===== src/sv/ssp_pkg.sv =====
// ----------------------------------------------------------------------------
// ssp_pkg: shared types and constants for the servo slew position controller
// Payload structs, command and register codes, reset calibration and the
// request/response bundles of the shared divider.
// ----------------------------------------------------------------------------
package ssp_pkg;

  // Command codes carried in the operation field
  typedef enum logic [1:0] {
    OP_INIT       = 2'd0,
    OP_SET_ANGLE  = 2'd1,
    OP_SET_PULSE  = 2'd2,
    OP_UPDATE     = 2'd3
  } op_e;

  // Motion state codes reported with every result
  localparam logic [1:0] MS_DISABLED = 2'd0;
  localparam logic [1:0] MS_HOLDING  = 2'd1;
  localparam logic [1:0] MS_MOVING   = 2'd2;

  // Configuration register indexes
  localparam int unsigned CFG_IDX_W = 3;
  localparam int unsigned CFG_DATA_W = 16;
  localparam logic [CFG_IDX_W-1:0] REG_PULSE_MIN    = 3'd0;
  localparam logic [CFG_IDX_W-1:0] REG_PULSE_CENTER = 3'd1;
  localparam logic [CFG_IDX_W-1:0] REG_PULSE_MAX    = 3'd2;
  localparam logic [CFG_IDX_W-1:0] REG_ANGLE_MIN    = 3'd3;
  localparam logic [CFG_IDX_W-1:0] REG_ANGLE_CENTER = 3'd4;
  localparam logic [CFG_IDX_W-1:0] REG_ANGLE_MAX    = 3'd5;
  localparam logic [CFG_IDX_W-1:0] REG_MAX_SLEW     = 3'd6;

  // Calibration reset values
  localparam logic [15:0]        RST_PULSE_MIN    = 16'd1000;
  localparam logic [15:0]        RST_PULSE_CENTER = 16'd1500;
  localparam logic [15:0]        RST_PULSE_MAX    = 16'd2000;
  localparam logic signed [15:0] RST_ANGLE_MIN    = -16'sd9000;
  localparam logic signed [15:0] RST_ANGLE_CENTER = 16'sd0;
  localparam logic signed [15:0] RST_ANGLE_MAX    = 16'sd9000;
  localparam logic [15:0]        RST_MAX_SLEW     = 16'd1000;

  // Elapsed time cap and the ms-per-second divisor of the slew step
  localparam int unsigned DT_W = 7;
  localparam logic [DT_W-1:0] DT_CAP_MS = 7'd100;
  localparam logic [15:0] MS_PER_S = 16'd1000;

  // Shared divider geometry
  localparam int unsigned DIV_NUM_W = 32;
  localparam int unsigned DIV_DEN_W = 16;
  localparam int unsigned DIV_CNT_W = $clog2(DIV_NUM_W);

  typedef struct packed {
    logic [1:0]         operation;
    logic signed [15:0] target_angle;
    logic [15:0]        target_pulse;
    logic [31:0]        now_ms;
  } in_t;

  typedef struct packed {
    logic        ok;
    logic        limited;
    logic [15:0] current_pulse;
    logic [1:0]  motion_state;
  } out_t;

  typedef struct packed {
    logic                 start;
    logic [DIV_NUM_W-1:0] num;
    logic [DIV_DEN_W-1:0] den;
  } div_req_t;

  typedef struct packed {
    logic                 done;
    logic [DIV_NUM_W-1:0] quo;
  } div_rsp_t;

endpackage


===== src/sv/ssp_div.sv =====
// ----------------------------------------------------------------------------
// ssp_div: shared iterative unsigned divider
// Restoring division, one quotient bit per cycle; done pulses once the
// quotient register holds the final value.
// ----------------------------------------------------------------------------
module ssp_div (
  input  logic              clk,
  input  logic              rst,
  input  ssp_pkg::div_req_t req,
  output ssp_pkg::div_rsp_t rsp
);
  import ssp_pkg::*;

  logic                 busy;
  logic                 done;
  logic [DIV_CNT_W-1:0] cnt;
  logic [DIV_DEN_W-1:0] rem;
  logic [DIV_NUM_W-1:0] quo;
  logic [DIV_DEN_W-1:0] den;

  logic [DIV_DEN_W:0]   rem_sh;
  logic [DIV_DEN_W:0]   diff;
  logic                 fits;
  logic [DIV_DEN_W-1:0] rem_next;
  logic [DIV_NUM_W-1:0] quo_next;

  // One trial subtraction per cycle
  always_comb begin
    rem_sh   = {rem, quo[DIV_NUM_W-1]};
    diff     = rem_sh - {1'b0, den};
    fits     = rem_sh >= {1'b0, den};
    rem_next = fits ? diff[DIV_DEN_W-1:0] : rem_sh[DIV_DEN_W-1:0];
    quo_next = {quo[DIV_NUM_W-2:0], fits};
  end

  always_ff @(posedge clk) begin
    if (rst) begin
      busy <= 1'b0;
      done <= 1'b0;
      cnt  <= '0;
    end else if (req.start) begin
      busy <= 1'b1;
      done <= 1'b0;
      cnt  <= '0;
    end else if (busy) begin
      cnt  <= cnt + 1'b1;
      busy <= cnt != DIV_CNT_W'(DIV_NUM_W - 1);
      done <= cnt == DIV_CNT_W'(DIV_NUM_W - 1);
    end else begin
      done <= 1'b0;
    end
  end

  // Datapath registers need no reset
  always_ff @(posedge clk) begin
    if (req.start) begin
      rem <= '0;
      quo <= req.num;
      den <= req.den;
    end else if (busy) begin
      rem <= rem_next;
      quo <= quo_next;
    end
  end

  assign rsp.done = done;
  assign rsp.quo  = quo;

endmodule


===== src/sv/servo_slew_position_controller.sv =====
// ----------------------------------------------------------------------------
// servo_slew_position_controller: servo pulse controller with slew limiting
// Calibration registers, command sequencer, one shared multiplier and the
// shared iterative divider for angle interpolation and slew steps.
// ----------------------------------------------------------------------------
// One command is taken at a time and in_stall stays high until its result has
// been loaded into the output register. Init, set-pulse and any refused
// command skip the divider; set-angle and update go through the restoring
// divider that both share (one quotient bit per cycle), with the clamp,
// multiply, start, finish and load steps around it. The output
// register lets a result wait for the consumer while the block returns to idle
// and takes the next command. Calibration writes land in a register copy that
// is latched only by a successful init; write them while no command is in
// flight.
// ----------------------------------------------------------------------------
module servo_slew_position_controller (
  input  logic                                clk,
  input  logic                                rst,
  // configuration write port
  input  logic                                cfg_write,
  input  logic [ssp_pkg::CFG_IDX_W-1:0]       cfg_index,
  input  logic [ssp_pkg::CFG_DATA_W-1:0]      cfg_data,
  // command channel
  input  logic                                in_valid,
  output logic                                in_stall,
  input  ssp_pkg::in_t                        in_data,
  // result channel
  output logic                                out_valid,
  input  logic                                out_stall,
  output ssp_pkg::out_t                       out_data
);
  import ssp_pkg::*;

  // Sequencer states, one-hot
  typedef enum logic [5:0] {
    ST_IDLE  = 6'b000001,
    ST_PREP  = 6'b000010,
    ST_MUL   = 6'b000100,
    ST_START = 6'b001000,
    ST_WAIT  = 6'b010000,
    ST_DONE  = 6'b100000
  } state_t;

  state_t state, state_next;

  // Register copy written by the configuration port
  logic [15:0]        cfg_pmin, cfg_pcen, cfg_pmax, cfg_slew;
  logic signed [15:0] cfg_amin, cfg_acen, cfg_amax;

  // Calibration latched by a successful init
  logic [15:0]        h_pmin, h_pcen, h_pmax, h_slew;
  logic signed [15:0] h_amin, h_acen, h_amax;

  // Controller state
  logic        initialized;
  logic [15:0] cur_pulse;
  logic [15:0] tgt_pulse;
  logic [31:0] last_time;
  logic [1:0]  motion;

  // Command held for the length of its work
  logic [1:0]         op_r;
  logic signed [15:0] angle_r;
  logic [15:0]        pulse_r;
  logic [31:0]        now_r;

  // Operands prepared for the multiply/divide
  logic [15:0]    seg_dx;
  logic [15:0]    seg_dy_mag;
  logic           seg_dy_neg;
  logic [15:0]    seg_den;
  logic [15:0]    seg_y0;
  logic [DT_W-1:0] dt_r;
  logic           lim_r;
  logic [31:0]    prod;

  // Result fields waiting for the output register
  logic res_ok;
  logic res_lim;

  div_req_t div_req;
  div_rsp_t div_rsp;

  // --------------------------------------------------------------------------
  // Configuration writes; an index beyond the list is dropped
  // --------------------------------------------------------------------------
  always_ff @(posedge clk) begin
    if (rst) begin
      cfg_pmin <= RST_PULSE_MIN;
      cfg_pcen <= RST_PULSE_CENTER;
      cfg_pmax <= RST_PULSE_MAX;
      cfg_amin <= RST_ANGLE_MIN;
      cfg_acen <= RST_ANGLE_CENTER;
      cfg_amax <= RST_ANGLE_MAX;
      cfg_slew <= RST_MAX_SLEW;
    end else if (cfg_write) begin
      unique case (cfg_index)
        REG_PULSE_MIN:    cfg_pmin <= cfg_data;
        REG_PULSE_CENTER: cfg_pcen <= cfg_data;
        REG_PULSE_MAX:    cfg_pmax <= cfg_data;
        REG_ANGLE_MIN:    cfg_amin <= $signed(cfg_data);
        REG_ANGLE_CENTER: cfg_acen <= $signed(cfg_data);
        REG_ANGLE_MAX:    cfg_amax <= $signed(cfg_data);
        REG_MAX_SLEW:     cfg_slew <= cfg_data;
        default: ;
      endcase
    end
  end

  // --------------------------------------------------------------------------
  // Preparation logic: calibration check, clamps, segment choice, elapsed time
  // --------------------------------------------------------------------------
  logic               calib_valid;
  logic signed [15:0] ang_cl;
  logic               ang_lim;
  logic               lower_seg;
  logic signed [15:0] seg_x0, seg_x1;
  logic [15:0]        seg_y1;
  logic [15:0]        y0_sel;
  logic signed [16:0] dx17, den17;
  logic signed [16:0] dy17;
  logic [16:0]        dy_abs17;
  logic [31:0]        dt_raw;
  logic [DT_W-1:0]    dt_cap;
  logic [15:0]        p_lo, p_hi;
  logic [15:0]        pulse_cl;
  logic               pulse_lim;

  always_comb begin
    calib_valid = (cfg_slew != '0) && (cfg_amin < cfg_acen) && (cfg_acen < cfg_amax) &&
                  (((cfg_pmin < cfg_pcen) && (cfg_pcen < cfg_pmax)) ||
                   ((cfg_pmin > cfg_pcen) && (cfg_pcen > cfg_pmax)));

    // Clamp the requested angle to the latched limits
    ang_cl  = angle_r;
    ang_lim = 1'b0;
    if (angle_r < h_amin) begin
      ang_cl  = h_amin;
      ang_lim = 1'b1;
    end else if (angle_r > h_amax) begin
      ang_cl  = h_amax;
      ang_lim = 1'b1;
    end

    // Pick the interpolation segment
    lower_seg = ang_cl <= h_acen;
    seg_x0    = lower_seg ? h_amin : h_acen;
    seg_x1    = lower_seg ? h_acen : h_amax;
    y0_sel    = lower_seg ? h_pmin : h_pcen;
    seg_y1    = lower_seg ? h_pcen : h_pmax;
    dx17      = 17'(ang_cl) - 17'(seg_x0);
    den17     = 17'(seg_x1) - 17'(seg_x0);
    dy17      = $signed({1'b0, seg_y1}) - $signed({1'b0, y0_sel});
    dy_abs17  = dy17[16] ? 17'(-dy17) : 17'(dy17);

    // Elapsed time, wrapping, capped
    dt_raw = now_r - last_time;
    dt_cap = (dt_raw > 32'(DT_CAP_MS)) ? DT_CAP_MS : dt_raw[DT_W-1:0];

    // Clamp the requested pulse to the endpoint span
    p_lo      = (h_pmin < h_pmax) ? h_pmin : h_pmax;
    p_hi      = (h_pmin > h_pmax) ? h_pmin : h_pmax;
    pulse_cl  = pulse_r;
    pulse_lim = 1'b0;
    if (pulse_r < p_lo) begin
      pulse_cl  = p_lo;
      pulse_lim = 1'b1;
    end else if (pulse_r > p_hi) begin
      pulse_cl  = p_hi;
      pulse_lim = 1'b1;
    end
  end

  // --------------------------------------------------------------------------
  // Shared multiplier: segment product or slew times elapsed time
  // --------------------------------------------------------------------------
  logic        is_angle;
  logic [15:0] mul_a, mul_b;

  assign is_angle = op_r == OP_SET_ANGLE;
  assign mul_a    = is_angle ? seg_dx : h_slew;
  assign mul_b    = is_angle ? seg_dy_mag : {{(16 - DT_W){1'b0}}, dt_r};

  // --------------------------------------------------------------------------
  // Shared divider
  // --------------------------------------------------------------------------
  assign div_req.start = state == ST_START;
  assign div_req.num   = prod;
  assign div_req.den   = is_angle ? seg_den : MS_PER_S;

  ssp_div u_div (
    .clk (clk),
    .rst (rst),
    .req (div_req),
    .rsp (div_rsp)
  );

  // --------------------------------------------------------------------------
  // Finish logic: interpolated pulse and slew-limited move
  // --------------------------------------------------------------------------
  logic [15:0]        quo16;
  logic signed [17:0] p18;
  logic               p_in_range;
  logic [15:0]        step;
  logic [16:0]        up_sum;
  logic [15:0]        gap;
  logic [15:0]        cur_new;

  always_comb begin
    quo16      = div_rsp.quo[15:0];
    // Truncation toward zero: divide magnitudes, then apply the sign
    p18        = seg_dy_neg ? $signed({2'b00, seg_y0}) - $signed({2'b00, quo16})
                            : $signed({2'b00, seg_y0}) + $signed({2'b00, quo16});
    p_in_range = (p18 >= 18'sd0) && (p18 <= 18'sd65535);

    // At least one microsecond of movement whenever time has passed
    step = ((dt_r != '0) && (quo16 == '0)) ? 16'd1 : quo16;

    up_sum  = {1'b0, cur_pulse} + {1'b0, step};
    gap     = cur_pulse - tgt_pulse;
    cur_new = cur_pulse;
    if (cur_pulse < tgt_pulse) begin
      cur_new = (up_sum < {1'b0, tgt_pulse}) ? up_sum[15:0] : tgt_pulse;
    end else if (cur_pulse > tgt_pulse) begin
      cur_new = (step < gap) ? cur_pulse - step : tgt_pulse;
    end
  end

  // --------------------------------------------------------------------------
  // Sequencer
  // --------------------------------------------------------------------------
  logic out_load;

  assign in_stall = state != ST_IDLE;
  assign out_load = (state == ST_DONE) && (!out_valid || !out_stall);

  always_comb begin
    state_next = state;
    unique case (state)
      ST_IDLE:  if (in_valid) state_next = ST_PREP;
      ST_PREP: begin
        // Only an initialised set-angle or update needs the divider
        if (initialized && ((op_r == OP_SET_ANGLE) || (op_r == OP_UPDATE))) begin
          state_next = ST_MUL;
        end else begin
          state_next = ST_DONE;
        end
      end
      ST_MUL:   state_next = ST_START;
      ST_START: state_next = ST_WAIT;
      ST_WAIT:  if (div_rsp.done) state_next = ST_DONE;
      ST_DONE:  if (out_load) state_next = ST_IDLE;
      default:  state_next = ST_IDLE;
    endcase
  end

  always_ff @(posedge clk) begin
    if (rst) begin
      state <= ST_IDLE;
    end else begin
      state <= state_next;
    end
  end

  // Capture the command on transfer
  always_ff @(posedge clk) begin
    if (state == ST_IDLE && in_valid) begin
      op_r    <= in_data.operation;
      angle_r <= in_data.target_angle;
      pulse_r <= in_data.target_pulse;
      now_r   <= in_data.now_ms;
    end
  end

  // Operand and result registers
  always_ff @(posedge clk) begin
    if (state == ST_PREP) begin
      seg_dx     <= dx17[15:0];
      seg_den    <= den17[15:0];
      seg_dy_mag <= dy_abs17[15:0];
      seg_dy_neg <= dy17[16];
      seg_y0     <= y0_sel;
      lim_r      <= ang_lim;
      dt_r       <= dt_cap;
      // Init and set-pulse answer here; the divider path overwrites these
      res_ok     <= (op_r == OP_INIT) ? calib_valid
                                      : (initialized && (op_r == OP_SET_PULSE));
      res_lim    <= initialized && (op_r == OP_SET_PULSE) && pulse_lim;
    end
    if (state == ST_MUL) begin
      prod <= 32'(mul_a) * 32'(mul_b);
    end
    if (state == ST_WAIT && div_rsp.done) begin
      if (is_angle) begin
        res_ok  <= p_in_range;
        res_lim <= lim_r;
      end else begin
        res_ok  <= 1'b1;
        res_lim <= 1'b0;
      end
    end
  end

  // Controller state and latched calibration
  always_ff @(posedge clk) begin
    if (rst) begin
      initialized <= 1'b0;
      cur_pulse   <= '0;
      tgt_pulse   <= '0;
      last_time   <= '0;
      motion      <= MS_DISABLED;
      h_pmin      <= RST_PULSE_MIN;
      h_pcen      <= RST_PULSE_CENTER;
      h_pmax      <= RST_PULSE_MAX;
      h_amin      <= RST_ANGLE_MIN;
      h_acen      <= RST_ANGLE_CENTER;
      h_amax      <= RST_ANGLE_MAX;
      h_slew      <= RST_MAX_SLEW;
    end else begin
      if (state == ST_PREP) begin
        if (op_r == OP_INIT) begin
          // Latch calibration and restart from the centre pulse
          if (calib_valid) begin
            h_pmin      <= cfg_pmin;
            h_pcen      <= cfg_pcen;
            h_pmax      <= cfg_pmax;
            h_amin      <= cfg_amin;
            h_acen      <= cfg_acen;
            h_amax      <= cfg_amax;
            h_slew      <= cfg_slew;
            cur_pulse   <= cfg_pcen;
            tgt_pulse   <= cfg_pcen;
            last_time   <= now_r;
            motion      <= MS_DISABLED;
            initialized <= 1'b1;
          end
        end else if (initialized && op_r == OP_SET_PULSE) begin
          tgt_pulse <= pulse_cl;
        end else if (initialized && op_r == OP_UPDATE) begin
          last_time <= now_r;
        end
      end
      if (state == ST_WAIT && div_rsp.done) begin
        if (is_angle) begin
          if (p_in_range) begin
            tgt_pulse <= p18[15:0];
          end
        end else begin
          cur_pulse <= cur_new;
          motion    <= (cur_new == tgt_pulse) ? MS_HOLDING : MS_MOVING;
        end
      end
    end
  end

  // --------------------------------------------------------------------------
  // Output register: hold a stalled result, drop valid once transferred
  // --------------------------------------------------------------------------
  always_ff @(posedge clk) begin
    if (rst) begin
      out_valid <= 1'b0;
    end else if (out_load) begin
      out_valid <= 1'b1;
    end else if (!out_stall) begin
      out_valid <= 1'b0;
    end
  end

  always_ff @(posedge clk) begin
    if (out_load) begin
      out_data.ok            <= res_ok;
      out_data.limited       <= res_lim;
      out_data.current_pulse <= cur_pulse;
      out_data.motion_state  <= motion;
    end
  end

endmodule


===== config.mk =====
export PLATFORM = sky130hd
export DESIGN_NAME = servo_slew_position_controller
export DESIGN_NICKNAME = d
export VERILOG_FILES = /design/src/sv/ssp_pkg.sv /design/src/sv/ssp_div.sv /design/src/sv/servo_slew_position_controller.sv
export SDC_FILE = /design/constraint.sdc
export NUM_CORES = 2
export LEC_CHECK = 0
export BUFFER_PORTS_ARGS = -buffer_cell sky130_fd_sc_hd__buf_4
export CELL_PAD_IN_SITES_DETAIL_PLACEMENT = 1
export CELL_PAD_IN_SITES_GLOBAL_PLACEMENT = 1
export CORE_ASPECT_RATIO = 0.75
export CORE_MARGIN = 3
export CORE_UTILIZATION = 40
export CTS_BUF_LIST = sky130_fd_sc_hd__clkbuf_8 sky130_fd_sc_hd__clkbuf_16
export DETAILED_ROUTE_END_ITERATION = 8
export PLACE_DENSITY_LB_ADDON = 0.1
export SYNTH_ARGS = -nofsm -noshare
export SYNTH_HDL_FRONTEND = slang
export SYNTH_SLANG_ARGS = --single-unit

===== constraint.sdc =====
create_clock -name clk -period 10.8 [get_ports clk]
set_input_delay 3.24 -clock clk [delete_from_list [all_inputs] [get_ports clk]]
set_output_delay 3.24 -clock clk [all_outputs]
set_load 0.01 [all_outputs]

Word level (Yosys, flattened, before mapping)
Cells that the tools add are included.
{"block": "word_totals", "word_cells": 207, "in_bits": 90, "register_bits": 562}
{"block": "classes", "mul": 1, "muxes": 63, "n_lt_le_gt_ge": 21, "n_eq_ne": 25, "n_reduce_logical": 39, "n_bitwise": 1, "n_addsub": 12}
{"operator": "2-to-1 mux 16 bit", "n": 31}
{"operator": "2-to-1 mux 32 bit", "n": 6}
{"operator": "< comparator 16 bit", "n": 9}
{"operator": "> comparator 16 bit", "n": 6}
{"operator": "subtractor 16 bit", "n": 5}
{"operator": "case mux 6 bit (6 select lines)", "n": 1}
{"operator": "adder 16 x 16 -> 17 bit", "n": 2}
{"operator": "subtractor 16 x 16 -> 17 bit", "n": 2}
{"operator": "> comparator 32 x 7 -> 1 bit, second input constant", "n": 1}
{"operator": "multiplier 16 x 16 -> 32 bit", "n": 1}
{"operator": "subtractor 32 bit", "n": 1}
{"operator": "2-to-1 mux 6 bit", "n": 4}
{"operator": ">= comparator 18 x 1 -> 1 bit, second input constant", "n": 1}
{"operator": "less-or-equal comparator 18 x 17 -> 1 bit, second input constant", "n": 1}
{"operator": "2-to-1 mux 18 bit", "n": 1}
{"operator": ">= comparator 17 x 16 -> 1 bit", "n": 1}
{"operator": "< comparator 17 x 16 -> 1 bit", "n": 1}
{"operator": "equality test 16 bit", "n": 1}
{"operator": "less-or-equal comparator 16 bit", "n": 1}
{"operator": "zero test 16 bit", "n": 1}
{"operator": "negator 16 bit", "n": 1}
{"operator": "nonzero test 16 bit", "n": 1}
{"operator": "logical AND 1 bit", "n": 14}
{"operator": "2-to-1 mux 1 bit", "n": 14}
{"operator": "30 further kinds", "n": 55}

Longest topological paths before layout
{"block": "logic_depth", "word_depth": 11, "ltp_mapped": 37, "depth_no_buf": 33}

Modules after synthesis
A second synthesis with hierarchy kept.
{"block": "hier_totals", "cells_unflattened": 5148, "area_unflattened_um2": 44488.9}
{"module": "servo_slew_position_controller", "area_per_inst_um2": 40754.1, "instances": 1, "seq_area_each_um2": 11761.3, "cells_each": 4824}
{"module": "ssp_div", "area_per_inst_um2": 3734.8, "instances": 1, "seq_area_each_um2": 1901.8, "cells_each": 324}

Least setup slack after synthesis
Ideal clock, no wire load.
{"block": "synth_path", "path_type": "register to register", "start": "register op_r[0]", "end": "register prod[31] (data pin)", "setup_ns": 0.260, "t_required_ns": 10.540, "slack_ns": 3.391, "path_stages_with_launch": 30, "synth_period_minus_slack_ns": 7.409, "arrival_ns": 7.149, "cell_sequence": "edfxtp_1 > clkbuf_1 > nor2b_1 > clkbuf_1 > buf_1 > nand2_1 > nand2_1 > clkbuf_1 > nand2_1 > fa_1 > inv_1 > fa_1 > inv_1 > fa_1 > fa_1 > inv_1 > fa_1 > inv_1 > fa_1 > inv_1 > ha_1 > and4_1 > a22oi_1 > o211ai_1 > a2111oi_0 > o21ai_0 > o41ai_1 > o21bai_1 > a21oi_1 > xnor2_1"}
{"block": "synth_via", "elab_chain_len": 3}
{"item": "start: declaration", "line_no": "servo_slew_position_controller.sv:62", "source": "logic [1:0] op_r;"}
{"item": "start signal: assignment", "line_no": "servo_slew_position_controller.sv:268", "source": "op_r <= in_data.operation;"}
{"item": "equality test 2 x 1 -> 1 bit (*)", "line_no": "servo_slew_position_controller.sv:180", "source": "assign is_angle = op_r == OP_SET_ANGLE;"}
{"item": "2-to-1 mux 16 bit (on tied branches)", "line_no": "servo_slew_position_controller.sv:181, servo_slew_position_controller.sv:182"}
{"item": "multiplier 16 x 16 -> 32 bit (*)", "line_no": "servo_slew_position_controller.sv:291", "source": "prod <= 32'(mul_a) * 32'(mul_b);"}
{"item": "end signal: assignment", "line_no": "servo_slew_position_controller.sv:291"}
{"item": "end: declaration", "line_no": "servo_slew_position_controller.sv:75", "source": "logic [31:0] prod;"}
Every way passes the cells marked *; elsewhere a longest branch is shown, timed or not.
A chain may end at the register's enable or synchronous reset.

Final worst setup path
Ends and elaborated chain as after synthesis.

==> flow_metrics.env <==
export IMPL_arrival_ns=9.01
export IMPL_route_vias_total=37800
export IMPL_clock_latency_ns=0.70
export IMPL_post_cts_resize_count=0
export IMPL_r2r_cells=25
export IMPL_status="complete, no violations"
export IMPL_hold_class="register to register"
export IMPL_syn_to_final_growth_pct=9.77
export IMPL_vias_per_cell=5.64
export IMPL_period_minus_slack_ns=8.63
export IMPL_drive_gt1_frac=0.0616
export IMPL_worst_pin_slew_ns=1.17
export IMPL_syn_area_um2=44800
export IMPL_gr_total_overflow=0
export IMPL_pre_cts_ws_ns=2.16
export IMPL_setup_ws_ns=2.17
export IMPL_drtAntennaViolNets=0
export IMPL_finalCritPeriodShare=0.799
export IMPL_synth_largest_area_cell="edfxtp_1"
export IMPL_die_y_um=296
export IMPL_synth_edf_count=241
export IMPL_wl_per_cell_um=23.2
export IMPL_initial_core_util=0.406
export IMPL_hold_buffers=0
export IMPL_setup_viol=0
export IMPL_coreArea_um2=110000
export IMPL_grtUsageTotal=0.267
export IMPL_tritoncts="built"
export IMPL_ctsLongestPathBuffers=3
export IMPL_place_hpwl_mm=121
export IMPL_antenna_found_initial=3
export IMPL_wl_mm=156
export IMPL_drt_iter0_drc=3193
export IMPL_drc=0
export IMPL_ctsRootBufferMaster="clkbuf_16"
export IMPL_drv_cap=0
export IMPL_synth_top_area_frac=0.162
export IMPL_rows=105
export IMPL_syn_inst=5225
export IMPL_ys_warn_count=0
export IMPL_critical_path_max_fanout=50
export IMPL_leakage_nw=20.7
export IMPL_critPathRequiredTime_ns=11.18
export IMPL_drv_slew=0
export IMPL_grt_pass1_vias=37500
export IMPL_clkSinkCount=562
export IMPL_die_x_um=392
export IMPL_synth_avg_cell_area_um2=8.57
export IMPL_dr_pass1_iters=5
export IMPL_cts_buffers=66
export IMPL_final_core_util=0.446
export IMPL_async_flop_share=0
export IMPL_io_pins=112
export IMPL_grt_start_max_net_pins=170
export IMPL_cts_setup_buffers=0
export IMPL_ys_top_cells_by_area="edfxtp_1 (16%), dfxtp_1 (14%), ha_1 (13%), fa_1 (9.1%), nand2_1 (7.1%)"
export IMPL_crit_path_start_kind="register"
export IMPL_syn_nets=5986
export IMPL_path_clk_slew_ns=0.06
export IMPL_synth_most_common_cell="nand2_1"
export IMPL_ys_ff_latch=562
export IMPL_die_area_um2=116000
export IMPL_place_port_buffers=111
export IMPL_crit_type="register to register"
export IMPL_max_freq_mhz=116
export IMPL_ir_drop_mv=0.274
export IMPL_yosys_top_cells_count="nand2_1 (845), inv_1 (568), ha_1 (467)"
export IMPL_hold_depth=0
export IMPL_finalNetCount=5970
export IMPL_rsz0062_at_grt="false"
export IMPL_cts_htree_levels=3
export IMPL_yosysSeqAreaShare=0.305
export IMPL_hold_viol=0
export IMPL_clock_skew_ns=0.0572
export IMPL_cp_end_kind="register"
export IMPL_slew_headroom=0.217
export IMPL_ys_types=95
export IMPL_ys_flop_type="dfxtp_1"
export IMPL_grt_pass1_wl_mm=237
export IMPL_place_congestion=0.917
export IMPL_p_per_area_nw_per_um2=194
export IMPL_setup_tns_ns=0
## cells in the final DEF (no fill, tap or decap), types with 40 or more instances in the layout
cell       instances
a211oi_1          72
a21o_1            63
a21oi_1          382
and2_1            41
and3_1            74
buf_4            149
clkbuf_16         68
dfxtp_1          321
edfxtp_1         241
fa_1             204
ha_1             467
inv_1            575
mux2i_1          143
nand2_1          844
nand2b_1          42
nand3_1           85
nor2_1           360
nor2b_1           40
nor3_1            80
o211ai_1          55
o21ai_0          212
xnor2_1          121
xor2_1            50
## final timing paths
kind	startpoint	end	slack, ns
max reg2reg	op_r[0]$_DFFE_PP_	prod[31]$_DFFE_PP_	2.17
min reg2reg	motion[0]$_SDFF_PP0_	out_data[0]$_DFFE_PP_	0.43
max	op_r[0]$_DFFE_PP_	prod[31]$_DFFE_PP_	2.17
min	motion[0]$_SDFF_PP0_	out_data[0]$_DFFE_PP_	0.43
## report_power, final
| group | internal, mW | leakage [nW] | switching [mW] |
|---|---|---|---|
| combinational | 1.83 | 14.7 | 2.71 |
| clock | 1.35 | 1.15 | 1.02 |
| sequential | 2.52 | 4.81 | 0.111 |
| total | 5.70 | 20.7 | 3.84 |
## registers in the layout, summed over array words and instances, names as in the netlist, 20 cells and up
name	cells
last_time	32
now_r	32
prod	32
u_div.quo	32
out_data	20
## layer usage
metal	track usage	vias to the layer above	share of wire	routed length, um
li1	-	18000	-	-
met1	0.438	18800	0.53	82900
met2	0.364	928	0.39	60300
met3	0.0435	121	0.068	10600
met4	0.0394	0	0.013	2050
met5	0	-	0	0
## worst max-delay path: stages (launching register included)
cell and delay, ns:
edfxtp_1 0.51, nor2b_4 0.91, buf_4 0.34, and2_1 0.27
a21o_1 0.25, nand2_1 0.11, fa_1 0.53, inv_1 0.06
fa_1 0.53, inv_1 0.06, fa_1 0.55, fa_1 0.53
fa_1 0.49, inv_1 0.05, fa_1 0.45, ha_1 0.38
a21o_1 0.21, a21o_1 0.17, a21oi_1 0.14, o211ai_1 0.18
a2111oi_0 0.50, o21ai_0 0.22, o41ai_1 0.48, o21bai_1 0.11
a21oi_1 0.18, xnor2_1 0.08
## final cells by class
type                    count  area (um2)
clock buffers              78        1840
flip-flops and latches    562       13700
diodes                      1        2.50
inverters                 568        2130
clock inverters            43         442
fillers                 12900       61000
multi-input cells        3859       28100
well taps                1444        1810
repair buffers            152        1170
## cell families (layout without fill, tap and decap cells)
family / count (synthesis) / in the layout / share of synthesized area
other: 0 / 1 / 0
multiplexers: 151 / 151 / 0.0340
flip-flops: 562 / 562 / 0.305
AND/OR/NAND/NOR: 1753 / 1753 / 0.176
AO/OA/AOI/OAI: 1110 / 1110 / 0.160
buffers and inverters: 804 / 841 / 0.0692
adder cells (fa/ha/maj): 671 / 671 / 0.222
XOR/XNOR: 174 / 174 / 0.0348
## through the flow
step	std cells	hold slack (ns)	power [mW]	cell area, um2
3_5_place_dp	6585	0.425	7.19	46900
3_3_place_gp	6585	0.420	7.06	46900
5_1_grt	6706	0.437	10.3	49200
2_1_floorplan	5225	0.400	5.96	44800
6_report	6707	0.431	9.54	49200
4_1_cts	6706	0.437	9.61	49200
(Power assumes the default switching activity.)
